## src/hdl/assert_macros.svh

```systemverilog
// Assertion macros shared by the console line editor RTL.
`ifndef ASSERT_MACROS_SVH
`define ASSERT_MACROS_SVH

// Condition must hold on every clock outside reset.
`define ASSERT_ALWAYS(label, expr, msg) \
    label: assert property (@(posedge aclk) disable iff (!aresetn) (expr)) else $error(msg);

// Same-cycle implication.
`define ASSERT_IMPLIES(label, ante, cons, msg) \
    label: assert property (@(posedge aclk) disable iff (!aresetn) \
        (ante) |-> (cons)) else $error(msg);

// Next-cycle implication.
`define ASSERT_NEXT(label, ante, cons, msg) \
    label: assert property (@(posedge aclk) disable iff (!aresetn) \
        (ante) |=> (cons)) else $error(msg);

`endif

```

## src/hdl/cle_pkg.sv

```systemverilog
// Shared types and constants of the console line editor.
package cle_pkg;

    localparam int LINE_CAPACITY = 64;
    localparam int ADDR_W        = $clog2(LINE_CAPACITY);
    localparam int LEN_W         = ADDR_W + 1;

    localparam int CMD_DEPTH = 2;
    localparam int CMD_PTR_W = (CMD_DEPTH > 1) ? $clog2(CMD_DEPTH) : 1;
    localparam int CMD_CNT_W = $clog2(CMD_DEPTH + 1);

    localparam int PADDR_W = 3;
    localparam int PDATA_W = 32;
    localparam logic REG_RAW_MODE = 1'b0;

    localparam logic [7:0] CH_BACKSPACE = 8'h08;
    localparam logic [7:0] CH_KILL      = 8'h15;
    localparam logic [7:0] CH_NEWLINE   = 8'h0A;
    localparam logic [7:0] CH_EOT       = 8'h04;

    typedef enum logic [1:0] {
        CMD_RAW,
        CMD_LINE,
        CMD_EMPTY
    } cmd_kind_t;

    typedef struct packed {
        cmd_kind_t        kind;
        logic [7:0]       ch;
        logic [LEN_W-1:0] len;
    } cmd_t;

    typedef enum logic {
        B_IDLE,
        B_LINE
    } back_state_t;

endpackage

```

## src/hdl/cle_ram.sv

```systemverilog
// Generic single-write, single-read RAM with registered read data.
module cle_ram #(
    parameter int WIDTH = 8,
    parameter int DEPTH = 64
) (
    input  logic                     aclk,
    input  logic                     we,
    input  logic [$clog2(DEPTH)-1:0] waddr,
    input  logic [WIDTH-1:0]         wdata,
    input  logic                     re,
    input  logic [$clog2(DEPTH)-1:0] raddr,
    output logic [WIDTH-1:0]         rdata
);

    logic [WIDTH-1:0] mem [DEPTH];
    logic [WIDTH-1:0] rdata_reg;

    always_ff @(posedge aclk) begin
        if (we) begin
            mem[waddr] <= wdata;
        end
        if (re) begin
            rdata_reg <= mem[raddr];
        end
    end

    assign rdata = rdata_reg;

endmodule

```

## src/hdl/cle_cmd_fifo.sv

```systemverilog
// Short command queue between the editing front and the delivery back.
`include "assert_macros.svh"
module cle_cmd_fifo import cle_pkg::*; (
    input  logic aclk,
    input  logic aresetn,
    input  logic push,
    input  cmd_t push_cmd,
    input  logic pop,
    output cmd_t head,
    output logic full,
    output logic empty
);

    cmd_t                 entry_reg [CMD_DEPTH];
    logic [CMD_PTR_W-1:0] wr_ptr_reg, wr_ptr_next;
    logic [CMD_PTR_W-1:0] rd_ptr_reg, rd_ptr_next;
    logic [CMD_CNT_W-1:0] count_reg, count_next;

    function automatic logic [CMD_PTR_W-1:0] ptr_inc(input logic [CMD_PTR_W-1:0] p);
        return (p == CMD_PTR_W'(CMD_DEPTH - 1)) ? '0 : p + 1'b1;
    endfunction

    always_comb begin
        wr_ptr_next = push ? ptr_inc(wr_ptr_reg) : wr_ptr_reg;
        rd_ptr_next = pop  ? ptr_inc(rd_ptr_reg) : rd_ptr_reg;
        count_next  = count_reg + CMD_CNT_W'(push) - CMD_CNT_W'(pop);
    end

    always_ff @(posedge aclk) begin
        if (!aresetn) begin
            wr_ptr_reg <= '0;
            rd_ptr_reg <= '0;
            count_reg  <= '0;
        end else begin
            wr_ptr_reg <= wr_ptr_next;
            rd_ptr_reg <= rd_ptr_next;
            count_reg  <= count_next;
        end
    end

    always_ff @(posedge aclk) begin
        if (push) begin
            entry_reg[wr_ptr_reg] <= push_cmd;
        end
    end

    assign head  = entry_reg[rd_ptr_reg];
    assign full  = (count_reg == CMD_CNT_W'(CMD_DEPTH));
    assign empty = (count_reg == '0);

    `ASSERT_IMPLIES(a_fifo_no_overflow, push, !full, "command pushed into full queue")

endmodule

```

## src/hdl/cle_front.sv

```systemverilog
// Front end: accepts keyboard bytes, edits the line, queues delivery commands.
`include "assert_macros.svh"
module cle_front import cle_pkg::*; (
    input  logic              aclk,
    input  logic              aresetn,
    input  logic              raw_mode,
    input  logic              s_valid,
    output logic              s_ready,
    input  logic [7:0]        s_in_char,
    input  logic              fifo_full,
    output logic              push,
    output cmd_t              push_cmd,
    output logic              ram_we,
    output logic [ADDR_W-1:0] ram_waddr,
    output logic [7:0]        ram_wdata,
    input  logic              line_done
);

    logic [ADDR_W-1:0] fill_reg, fill_next;
    logic              busy_reg, busy_next;
    logic              accept;
    logic [LEN_W-1:0]  cnt_inc;

    assign s_ready   = !busy_reg && !fifo_full;
    assign accept    = s_valid && s_ready;
    assign cnt_inc   = {1'b0, fill_reg} + 1'b1;
    assign ram_waddr = fill_reg;
    assign ram_wdata = s_in_char;

    always_comb begin
        fill_next     = fill_reg;
        busy_next     = busy_reg && !line_done;
        push          = 1'b0;
        push_cmd.kind = CMD_RAW;
        push_cmd.ch   = s_in_char;
        push_cmd.len  = cnt_inc;
        ram_we        = 1'b0;
        if (accept) begin
            if (raw_mode) begin
                push = 1'b1;
            end else begin
                unique case (s_in_char)
                    CH_BACKSPACE: begin
                        if (fill_reg != '0) begin
                            fill_next = fill_reg - 1'b1;
                        end
                    end
                    CH_KILL: begin
                        fill_next = '0;
                    end
                    CH_EOT: begin
                        push         = 1'b1;
                        fill_next    = '0;
                        push_cmd.len = {1'b0, fill_reg};
                        if (fill_reg == '0) begin
                            push_cmd.kind = CMD_EMPTY;
                        end else begin
                            push_cmd.kind = CMD_LINE;
                            busy_next     = 1'b1;
                        end
                    end
                    CH_NEWLINE: begin
                        ram_we        = 1'b1;
                        push          = 1'b1;
                        push_cmd.kind = CMD_LINE;
                        fill_next     = '0;
                        busy_next     = 1'b1;
                    end
                    default: begin
                        ram_we = 1'b1;
                        if (cnt_inc == LEN_W'(LINE_CAPACITY)) begin
                            push          = 1'b1;
                            push_cmd.kind = CMD_LINE;
                            fill_next     = '0;
                            busy_next     = 1'b1;
                        end else begin
                            fill_next = cnt_inc[ADDR_W-1:0];
                        end
                    end
                endcase
            end
        end
    end

    always_ff @(posedge aclk) begin
        if (!aresetn) begin
            fill_reg <= '0;
            busy_reg <= 1'b0;
        end else begin
            fill_reg <= fill_next;
            busy_reg <= busy_next;
        end
    end

    `ASSERT_NEXT(a_line_sets_busy, push && push_cmd.kind == CMD_LINE, busy_reg && fill_reg == '0,
        "queued line did not lock the line store")

endmodule

```

## src/hdl/cle_back.sv

```systemverilog
// Back end: executes queued commands, reads lines out of the store.
`include "assert_macros.svh"
module cle_back import cle_pkg::*; (
    input  logic              aclk,
    input  logic              aresetn,
    input  logic              fifo_empty,
    input  cmd_t              head,
    output logic              pop,
    output logic              ram_re,
    output logic [ADDR_W-1:0] ram_raddr,
    input  logic [7:0]        ram_rdata,
    output logic              line_done,
    output logic              m_valid,
    input  logic              m_ready,
    output logic [7:0]        m_out_char,
    output logic              m_line_end,
    output logic              m_empty_line
);

    back_state_t       state_reg, state_next;
    logic [LEN_W-1:0]  len_reg, len_next;
    logic [ADDR_W-1:0] idx_reg, idx_next;
    logic              rd_pend_reg, rd_pend_next;
    logic              out_valid_reg, out_valid_next;
    logic [7:0]        out_char_reg, out_char_next;
    logic              out_end_reg, out_end_next;
    logic              out_empty_reg, out_empty_next;
    logic              slot_free;
    logic              last;
    logic              load_line;

    assign slot_free = !out_valid_reg || m_ready;
    assign last      = (({1'b0, idx_reg} + 1'b1) == len_reg);

    // next state
    always_comb begin
        state_next = state_reg;
        unique case (state_reg)
            B_IDLE: begin
                if (!fifo_empty && slot_free && head.kind == CMD_LINE) begin
                    state_next = B_LINE;
                end
            end
            B_LINE: begin
                if (rd_pend_reg && slot_free && last) begin
                    state_next = B_IDLE;
                end
            end
        endcase
    end

    // outputs and datapath
    always_comb begin
        pop            = (state_reg == B_IDLE) && !fifo_empty && slot_free;
        ram_re         = (state_reg == B_LINE) && !rd_pend_reg;
        load_line      = (state_reg == B_LINE) && rd_pend_reg && slot_free;
        line_done      = load_line && last;
        len_next       = len_reg;
        idx_next       = idx_reg;
        rd_pend_next   = rd_pend_reg;
        out_valid_next = out_valid_reg && !m_ready;
        out_char_next  = out_char_reg;
        out_end_next   = out_end_reg;
        out_empty_next = out_empty_reg;
        if (ram_re) begin
            rd_pend_next = 1'b1;
        end
        if (pop) begin
            unique case (head.kind)
                CMD_RAW: begin
                    out_valid_next = 1'b1;
                    out_char_next  = head.ch;
                    out_end_next   = 1'b1;
                    out_empty_next = 1'b0;
                end
                CMD_EMPTY: begin
                    out_valid_next = 1'b1;
                    out_char_next  = '0;
                    out_end_next   = 1'b1;
                    out_empty_next = 1'b1;
                end
                CMD_LINE: begin
                    len_next = head.len;
                    idx_next = '0;
                end
                default: begin
                end
            endcase
        end
        if (load_line) begin
            rd_pend_next   = 1'b0;
            idx_next       = idx_reg + 1'b1;
            out_valid_next = 1'b1;
            out_char_next  = ram_rdata;
            out_end_next   = last;
            out_empty_next = 1'b0;
        end
    end

    assign ram_raddr = idx_reg;

    always_ff @(posedge aclk) begin
        if (!aresetn) begin
            state_reg     <= B_IDLE;
            rd_pend_reg   <= 1'b0;
            out_valid_reg <= 1'b0;
        end else begin
            state_reg     <= state_next;
            rd_pend_reg   <= rd_pend_next;
            out_valid_reg <= out_valid_next;
        end
    end

    always_ff @(posedge aclk) begin
        len_reg       <= len_next;
        idx_reg       <= idx_next;
        out_char_reg  <= out_char_next;
        out_end_reg   <= out_end_next;
        out_empty_reg <= out_empty_next;
    end

    assign m_valid      = out_valid_reg;
    assign m_out_char   = out_char_reg;
    assign m_line_end   = out_end_reg;
    assign m_empty_line = out_empty_reg;

    `ASSERT_IMPLIES(a_pend_in_line, rd_pend_reg, state_reg == B_LINE,
        "store read pending outside line readout")
    `ASSERT_NEXT(a_done_marks_end, line_done, state_reg == B_IDLE && m_valid && m_line_end,
        "line readout finished without marked last byte")

endmodule

```

## src/hdl/console_line_editor_top.sv

```systemverilog
// Top level of the console line editor: APB register, front, queue, store, back.
// A raw byte passes the command queue and the output register before it shows on m_. A
// line's first byte passes the queue, the back's line state, the store read and the output
// register; each further byte takes a store read and a load. Throughput: 1 input transfer
// per cycle while a line is edited and the command queue is not full; input stalls while
// a finished line is read out of the line store. Reset (aresetn low, synchronous) clears
// raw_mode, fill count, queue and output register, not the line store, which needs none.
`include "assert_macros.svh"
module console_line_editor_top import cle_pkg::*; (
    input  logic               aclk,
    input  logic               aresetn,
    // APB configuration port
    input  logic               psel,
    input  logic               penable,
    input  logic               pwrite,
    input  logic [PADDR_W-1:0] paddr,
    input  logic [PDATA_W-1:0] pwdata,
    output logic [PDATA_W-1:0] prdata,
    output logic               pready,
    // keyboard byte input
    input  logic               s_valid,
    output logic               s_ready,
    input  logic [7:0]         s_in_char,
    // delivered line bytes
    output logic               m_valid,
    input  logic               m_ready,
    output logic [7:0]         m_out_char,
    output logic               m_line_end,
    output logic               m_empty_line
);

    logic raw_mode_reg, raw_mode_next;
    logic reg_sel;

    // Front to queue
    logic push;
    cmd_t push_cmd;
    logic fifo_full;
    // Queue to back
    logic pop;
    cmd_t head;
    logic fifo_empty;
    // Line store ports
    logic              ram_we;
    logic [ADDR_W-1:0] ram_waddr;
    logic [7:0]        ram_wdata;
    logic              ram_re;
    logic [ADDR_W-1:0] ram_raddr;
    logic [7:0]        ram_rdata;
    // Back releases the store once the last byte of a line has been read
    logic line_done;

    // Register index sits above the byte offset bits.
    assign reg_sel = (paddr[PADDR_W-1:2] == REG_RAW_MODE);
    assign pready  = 1'b1;
    assign prdata  = reg_sel ? {{(PDATA_W-1){1'b0}}, raw_mode_reg} : '0;

    always_comb begin
        raw_mode_next = raw_mode_reg;
        if (psel && penable && pwrite && reg_sel) begin
            raw_mode_next = pwdata[0];
        end
    end

    always_ff @(posedge aclk) begin
        if (!aresetn) begin
            raw_mode_reg <= 1'b0;
        end else begin
            raw_mode_reg <= raw_mode_next;
        end
    end

    // Editing front end: classifies each byte, updates the fill count,
    // writes the store and queues raw / line / empty-line commands.
    cle_front u_front (
        .aclk      (aclk),
        .aresetn   (aresetn),
        .raw_mode  (raw_mode_reg),
        .s_valid   (s_valid),
        .s_ready   (s_ready),
        .s_in_char (s_in_char),
        .fifo_full (fifo_full),
        .push      (push),
        .push_cmd  (push_cmd),
        .ram_we    (ram_we),
        .ram_waddr (ram_waddr),
        .ram_wdata (ram_wdata),
        .line_done (line_done)
    );

    // Decouples the front from the output side.
    cle_cmd_fifo u_cmd_fifo (
        .aclk     (aclk),
        .aresetn  (aresetn),
        .push     (push),
        .push_cmd (push_cmd),
        .pop      (pop),
        .head     (head),
        .full     (fifo_full),
        .empty    (fifo_empty)
    );

    // Line store: written by the front, read by the back.
    cle_ram #(
        .WIDTH (8),
        .DEPTH (LINE_CAPACITY)
    ) u_line_store (
        .aclk  (aclk),
        .we    (ram_we),
        .waddr (ram_waddr),
        .wdata (ram_wdata),
        .re    (ram_re),
        .raddr (ram_raddr),
        .rdata (ram_rdata)
    );

    // Delivery back end with its own output register.
    cle_back u_back (
        .aclk         (aclk),
        .aresetn      (aresetn),
        .fifo_empty   (fifo_empty),
        .head         (head),
        .pop          (pop),
        .ram_re       (ram_re),
        .ram_raddr    (ram_raddr),
        .ram_rdata    (ram_rdata),
        .line_done    (line_done),
        .m_valid      (m_valid),
        .m_ready      (m_ready),
        .m_out_char   (m_out_char),
        .m_line_end   (m_line_end),
        .m_empty_line (m_empty_line)
    );

    // The store must not be written while the back may still read a line from it.
    `ASSERT_IMPLIES(a_no_write_during_read, ram_we, !ram_re,
        "line store written during line readout")

endmodule
```

## config.mk

```make
export PLATFORM = sky130hd
export DESIGN_NAME = console_line_editor_top
export DESIGN_NICKNAME = d
export VERILOG_FILES = /design/src/hdl/cle_pkg.sv /design/src/hdl/cle_ram.sv /design/src/hdl/cle_cmd_fifo.sv /design/src/hdl/cle_front.sv /design/src/hdl/cle_back.sv /design/src/hdl/console_line_editor_top.sv
export VERILOG_INCLUDE_DIRS = /design/src /design/src/hdl
export SDC_FILE = /design/constraint.sdc
export NUM_CORES = 1
export LEC_CHECK = 0
export BUFFER_PORTS_ARGS = -buffer_cell sky130_fd_sc_hd__buf_2
export CAP_MARGIN = 20
export CORE_ASPECT_RATIO = 1.2
export CORE_MARGIN = 2
export CORE_UTILIZATION = 58
export DETAILED_ROUTE_END_ITERATION = 10
export PLACE_DENSITY_LB_ADDON = 0.2
export SYNTH_ARGS = -nofsm -noshare
export SYNTH_HDL_FRONTEND = slang
export SYNTH_SLANG_ARGS = --single-unit
```

## constraint.sdc

```tcl
create_clock -name aclk -period 5.2 [get_ports aclk]
set_input_delay 1.04 -clock aclk [delete_from_list [all_inputs] [get_ports aclk]]
set_output_delay 1.04 -clock aclk [all_outputs]
set_load 0.05 [all_outputs]
```

=== Word-level counts from Yosys, hierarchy flattened ===
Memory sizes are Yosys's and may differ from the RTL's. A register that Yosys moved wholly into a read port is not among the register bits.
Index checks and enable logic that the tools add are counted.

* Register bits: 38
* Bits in latches: 0
* Bits in writable memories: 546
* Memory bits (read-only): 0
* Output and inout bits: 45
* Word-level logic and storage cells: 132
* Memories kept: 2

* Add/sub/neg operators: 8
* Multipliers: 0
* Divide/modulo/power cells: 0
* Order comparisons: 0
* Equal/unequal tests: 10
* Shift operators: 0
* Mux-type cells: 48
* Bitwise gates (word level): 4
* Reduce and logical (&&, ||, !) cells: 46

{| class="wikitable"
|+ Memories
! memory !! depth !! width !! read ports !! clocked after memory_dff !! wr ports !! RTL line !! RTL
|-
| u_line_store.mem || 64 || 8 || 1 || 1 || 1 || cle_ram.sv:15 || <nowiki>logic [WIDTH-1:0] mem [DEPTH];</nowiki>
|-
| u_cmd_fifo.entry_reg || 2 || 17 || 1 || 1 || 1 || cle_cmd_fifo.sv:14 || <nowiki>cmd_t entry_reg [CMD_DEPTH];</nowiki>
|}

{| class="wikitable"
|+ Operator list
! kind !! count
|-
| $mux W6 || 5
|-
| $mux W1 || 28
|-
| $mux W7 || 3
|-
| $logic_and A1 B1 Y1 || 17
|-
| $eq A8 B4 Y1 const B || 2
|-
| $mux W8 || 2
|-
| $pmux W8 S2 || 1
|-
| $add A6 B1 Y7 const B || 2
|-
| $pmux W6 S2 || 1
|-
| $reduce_and A2 Y1 || 5
|-
| $eq A8 B3 Y1 const B || 1
|-
| $eq A8 B5 Y1 const B || 1
|-
| $reduce_bool A2 Y1 || 4
|-
| $reduce_or A2 Y1 || 4
|-
| $eq A7 B7 Y1 || 1
|-
| $eq A7 B7 Y1 const B || 1
|-
| $logic_not A1 Y1 || 7
|-
| $add A6 B1 Y6 const B || 1
|-
| $logic_not A6 Y1 || 1
|-
| $mux W2 || 3
|-
| $pmux W1 S2 || 3
|-
| $pmux W2 S3 || 1
|-
| $reduce_bool A6 Y1 || 1
|-
| $reduce_or A3 Y1 || 2
|-
| 13 further kinds || 19
|}

=== Depth between registers and ports, before layout ===
* Depth in word-level cells: 10
* Depth in mapped cells: 11

=== Modules after synthesis ===
Synthesis repeated with hierarchy kept, for this count alone.

* Cell total of the unflattened synthesis: 1290
* Area, all modules: 24282.0 sq um

{| class="wikitable"
|+ By module, submodules not included
! module !! times used !! cells an instance !! area an instance (sq um) !! sequential area each (sq um)
|-
| cle_ram || 1 || 940 || 20246.9 || 15615.0
|-
| cle_cmd_fifo || 1 || 74 || 1506.4 || 1121.1
|-
| cle_back || 1 || 109 || 1213.7 || 740.7
|-
| cle_front || 1 || 127 || 999.7 || 140.1
|-
| console_line_editor_top || 1 || 40 || 315.3 || 20.0
|}

=== Least setup slack after synthesis ===
Ideal clock, no wire load.

* Path type: input -> register
* From: in s_in_char[5]
* To: mem u_cmd_fifo.entry_reg[1][0] (netlist name) (enable)
* Data arrival time: 2.926 ns
* Required time: 4.809 ns
* Path slack: 1.883 ns
* Stages on the path: 6
* Buffers on the path: 1
* Cells stage by stage: or3_1 > clkbuf_1 > nor3_1 > a221o_1 > nand3_1 > nor2_1

* Longest elaborated chain between the ends: 7

{| class="wikitable"
|+ RTL lines
! item !! RTL line !! RTL
|-
| start, declared || console_line_editor_top.sv:23 || <nowiki>input logic [7:0] s_in_char,</nowiki>
|-
| $eq A8 B3 Y1 (tied with other cells) || cle_front.sv:42 || <nowiki>unique case (s_in_char)</nowiki>
|-
| $reduce_or A2 Y1 (no line) || n/a ||
|-
| $pmux W1 S2 * || cle_front.sv:42 ||
|-
| $mux W1 * || cle_front.sv:39 || <nowiki>if (raw_mode) begin</nowiki>
|-
| $mux W1 * || cle_front.sv:38 || <nowiki>if (accept) begin</nowiki>
|-
| $mux W1 * || cle_cmd_fifo.sv:42 || <nowiki>if (push) begin</nowiki>
|-
| $mux W1 (implied by the code) * || cle_cmd_fifo.sv:43 || <nowiki>entry_reg[wr_ptr_reg] <= push_cmd;</nowiki>
|-
| end, declared || cle_cmd_fifo.sv:14 ||
|}

Every way passes the cells marked *; elsewhere a longest branch is shown, timed or not.

=== Worst setup path after layout ===
* From: in s_in_char[2]
* To: mem u_line_store.mem[10][7] (enable)

* Longest elaborated chain between the ends: 7

{| class="wikitable"
|+ RTL lines
! item !! RTL line !! RTL
|-
| $eq A8 B4 Y1 (tied with other cells) || cle_front.sv:42 ||
|-
| $reduce_or A3 Y1 (no line) * || n/a ||
|-
| $mux W1 * || cle_front.sv:42 ||
|-
| $mux W1 * || cle_front.sv:39 ||
|-
| $mux W1 * || cle_front.sv:38 ||
|-
| $mux W1 * || cle_ram.sv:19 || <nowiki>if (we) begin</nowiki>
|-
| $mux W1 (implied by the code) * || cle_ram.sv:20 || <nowiki>mem[waddr] <= wdata;</nowiki>
|-
| end, declared || cle_ram.sv:15 ||
|}

Marks and branches as above.

==> out/metrics.csv <==
stage,metric,value,unit
sta,tightest_slew,1.019,ns
worst_setup_path,startpoint_type,primary input,
sta,hold_ws,0.4650,ns
sta,rsz0062_at_grt,false,
yosys,async_flop_share,0,
worst_hold_path,hp-start,u_back.m_empty_line,
floorplan,initial_core_util,0.5852,
worst_hold_path,worstHoldEndpoint,u_back.m_empty_line,
cts,hold_buffers,0,
sta,finClkSkew,0.01564,ns
worst_setup_path,r2r-start,u_front.ram_waddr[3],
sta,finalMaxSlewViolations,0,
drt,vias,11983,
worst_hold_path,hold_class,reg -> reg,
pwr,leakagePower,8.406,nW
worst_setup_path,regToRegSetupSlack,1.82,ns
floorplan,row_count,81,
yosys,synthCells,1251,
floorplan,die_x,188.6,microns
floorplan,die_area,42540,sq um
drt,routed_wl,51.62,mm
worst_setup_path,crit_path_end_kind,flip-flop,
yosys,synth.avg_cell_area,18.96,sq um
cts,clkLatencyLatePin,0.59,ns
drt,viasPerCell,6.271,
global_routing,grt_pass1_wl,76.20,mm
floorplan,die_y,225.5,microns
drt,wl_met3,3.595,mm
yosys,yosysSeqAreaShare,0.7435,
worst_setup_path,critical_path_class,in -> reg,
yosys,synth_ff_type,edfxtp_1,
worst_setup_path,timing.rr.end,u_cmd_fifo.entry_reg[0][2],
pwr,p_total,0.01077,W
sta,hold_violations,0,
yosys,synth_edf_count,576,
yosys,ys_ff_latch,593,
worst_setup_path,path_cells,"buf_2, xor2_1, a21oi_1, o31a_1, nand3_1, nor2_1",
cts,ctsResizeCount,0,
global_routing,grt_usage,0.2483,
worst_setup_path,worstPathRequired,5.41,ns
global_routing,overflow,0,
sta,max_freq,282.6,MHz
cts,cts_setup_buffers,0,
placed_design,port_buffers,29,
yosys,yosys_warnings,0,
final_layout,final_nets,1384,
drt,firstDrtPassIters,5,
final_layout,layout-drive-gt1-share,0.2179,
outcome,status,"finished, final reports clean",
pwr,powerDensity,409.4,nW/um^2
worst_setup_path,crit_path_max_fanout,39,
cts,root_buffer,clkbuf_16,
cts,clk_pin_slew,0.06,ns
cts,cts_tree,built,
final_layout,area_growth,10.93,%
job,max-cap-violations,0,
sta,setup_viol_count_final,0,
final_layout,largest_reg_flops,512,
final_layout,n_fill_cell,2762,
sta,final.setup.tns,0,ns
final_layout,final_common_cell,edfxtp_1,
yosys,syn_area,23720,sq um
sta,fin_crit,3.539,ns
global_routing,antenna_found_initial,0,
floorplan,ios,95,
sta,slew_headroom,0.3205,
sta,period_share,0.6806,
drt,drcViolationCount,0,
pwr,peakVddDrop,0.0002897,V
cts,h-tree-depth,2,
global_routing,grt_max_degree,111,
worst_hold_path,hold_depth,1,
placed_design,dp_hpwl,31.81,mm
drt,dr.first_iter.drc_count,1415,
placed_design,place_congestion,0.8716,
worst_setup_path,slowest_stage,nor2_1,
drt,drt-met1-wl,20.46,mm
cts,cts-buffers-inserted,55,
final_layout,layout_common_cells,"edfxtp_1, mux4_2, nor2_1, clkbuf_16, nand2_1",
worst_setup_path,critPathArrivalTime,3.75,ns
global_routing,grt_pass1_vias,11998,
worst_setup_path,max_stage_delay,0.89,ns
worst_setup_path,worst_r2r_path_depth,5,
final_layout,num_antenna_cells,0,
drt,antenna_left,0,
drt,met2_wirelength,25.75,mm
floorplan,core_area,40540,sq um
cts,cts_buffer_depth,3,
cts,cts.sinks,593,
yosys,yosysUniqueCellTypes,62,
drt,routed.top_layer,met4,
drt,wire_per_inst,27.01,microns
report_power, final:
group          internal (W)  switching (W)
logic              0.000560       0.000911
clock network       0.00218        0.00165
registers           0.00538      0.0000924
critical path: cells and delay by family:
kind / cells / cell delay (ns)
XOR/XNOR: 1 / 0.14
AND/OR/NAND/NOR: 2 / 1.53
AO/OA/AOI/OAI: 2 / 0.45
buffers and inverters: 1 / 0.56
cell usage after synthesis, drive strengths merged (14+ instances only):
cell / n / share of area
edfxtp: 576 / 0.73
mux4: 128 / 0.12
nor2: 99 / 0.016
buf: 61 / 0.017
nand2: 53 / 0.0084
o21ai: 36 / 0.0076
clkbuf: 31 / 0.0049
mux2i: 25 / 0.011
nand3: 20 / 0.0042
a21oi: 19 / 0.0040
a22oi: 17 / 0.0054
dfxtp: 17 / 0.014
a221oi: 14 / 0.0052
per-layer routing:
layer  GRT usage  vias up
met5           0        -
met4     0.09047        0
met3     0.03908       98
met2      0.4140      480
met1      0.3369     6234
li1            -     5171
stage by stage:
stage	std cells	setup WS, ns	cell area [sq um]	util
5_1_grt	1911	1.477	26320	0.6491
3_3_place_gp	1810	1.075	24590	0.6067
2_1_floorplan	1281	1.883	23830	-
3_5_place_dp	1811	1.042	24620	0.6073
4_1_cts	1911	1.659	26320	0.6491
6_report	1911	1.661	26320	0.6491
layout make-up:
| type | instances | area [sq um] | share of cell area |
|---|---|---|---|
| Timing Repair Buffer | 83 | 633.1 | 0.02406 |
| Inverter | 12 | 45.04 | 0.001712 |
| Clock buffer | 67 | 1421 | 0.05401 |
| Multi-Input combinational cell | 584 | 5632 | 0.2140 |
| Tap cell | 539 | 674.4 | 0.02563 |
| Sequential cell | 593 | 17640 | 0.6702 |
| Clock inverter | 33 | 272.8 | 0.01037 |
cell families (layout without fill, tap and decap cells):
group / Yosys count / after routing / synth area share
mux: 160 / 160 / 0.1354
other cells: 2 / 32 / 0.0003166
simple gates: 230 / 230 / 0.04557
fa+ha+maj: 5 / 5 / 0.002637
xor+xnor: 20 / 20 / 0.008650
compound gates: 137 / 137 / 0.03982
flops: 593 / 593 / 0.7435
buf+inv: 104 / 195 / 0.02410
how the worst max path moves through the flow:
stage | startpoint | endpoint
after floorplan | s_in_char[5] | u_cmd_fifo.entry_reg[1][0]
after global placement | s_in_char[2] | u_line_store.mem[50][5]
after detailed placement | s_in_char[2] | u_line_store.mem[10][4]
after CTS | s_in_char[2] | u_line_store.mem[10][6]
after global routing | s_in_char[2] | u_line_store.mem[10][1]
final | s_in_char[2] | u_line_store.mem[10][7]
No activity file was read; power rests on OpenSTA's default activity.
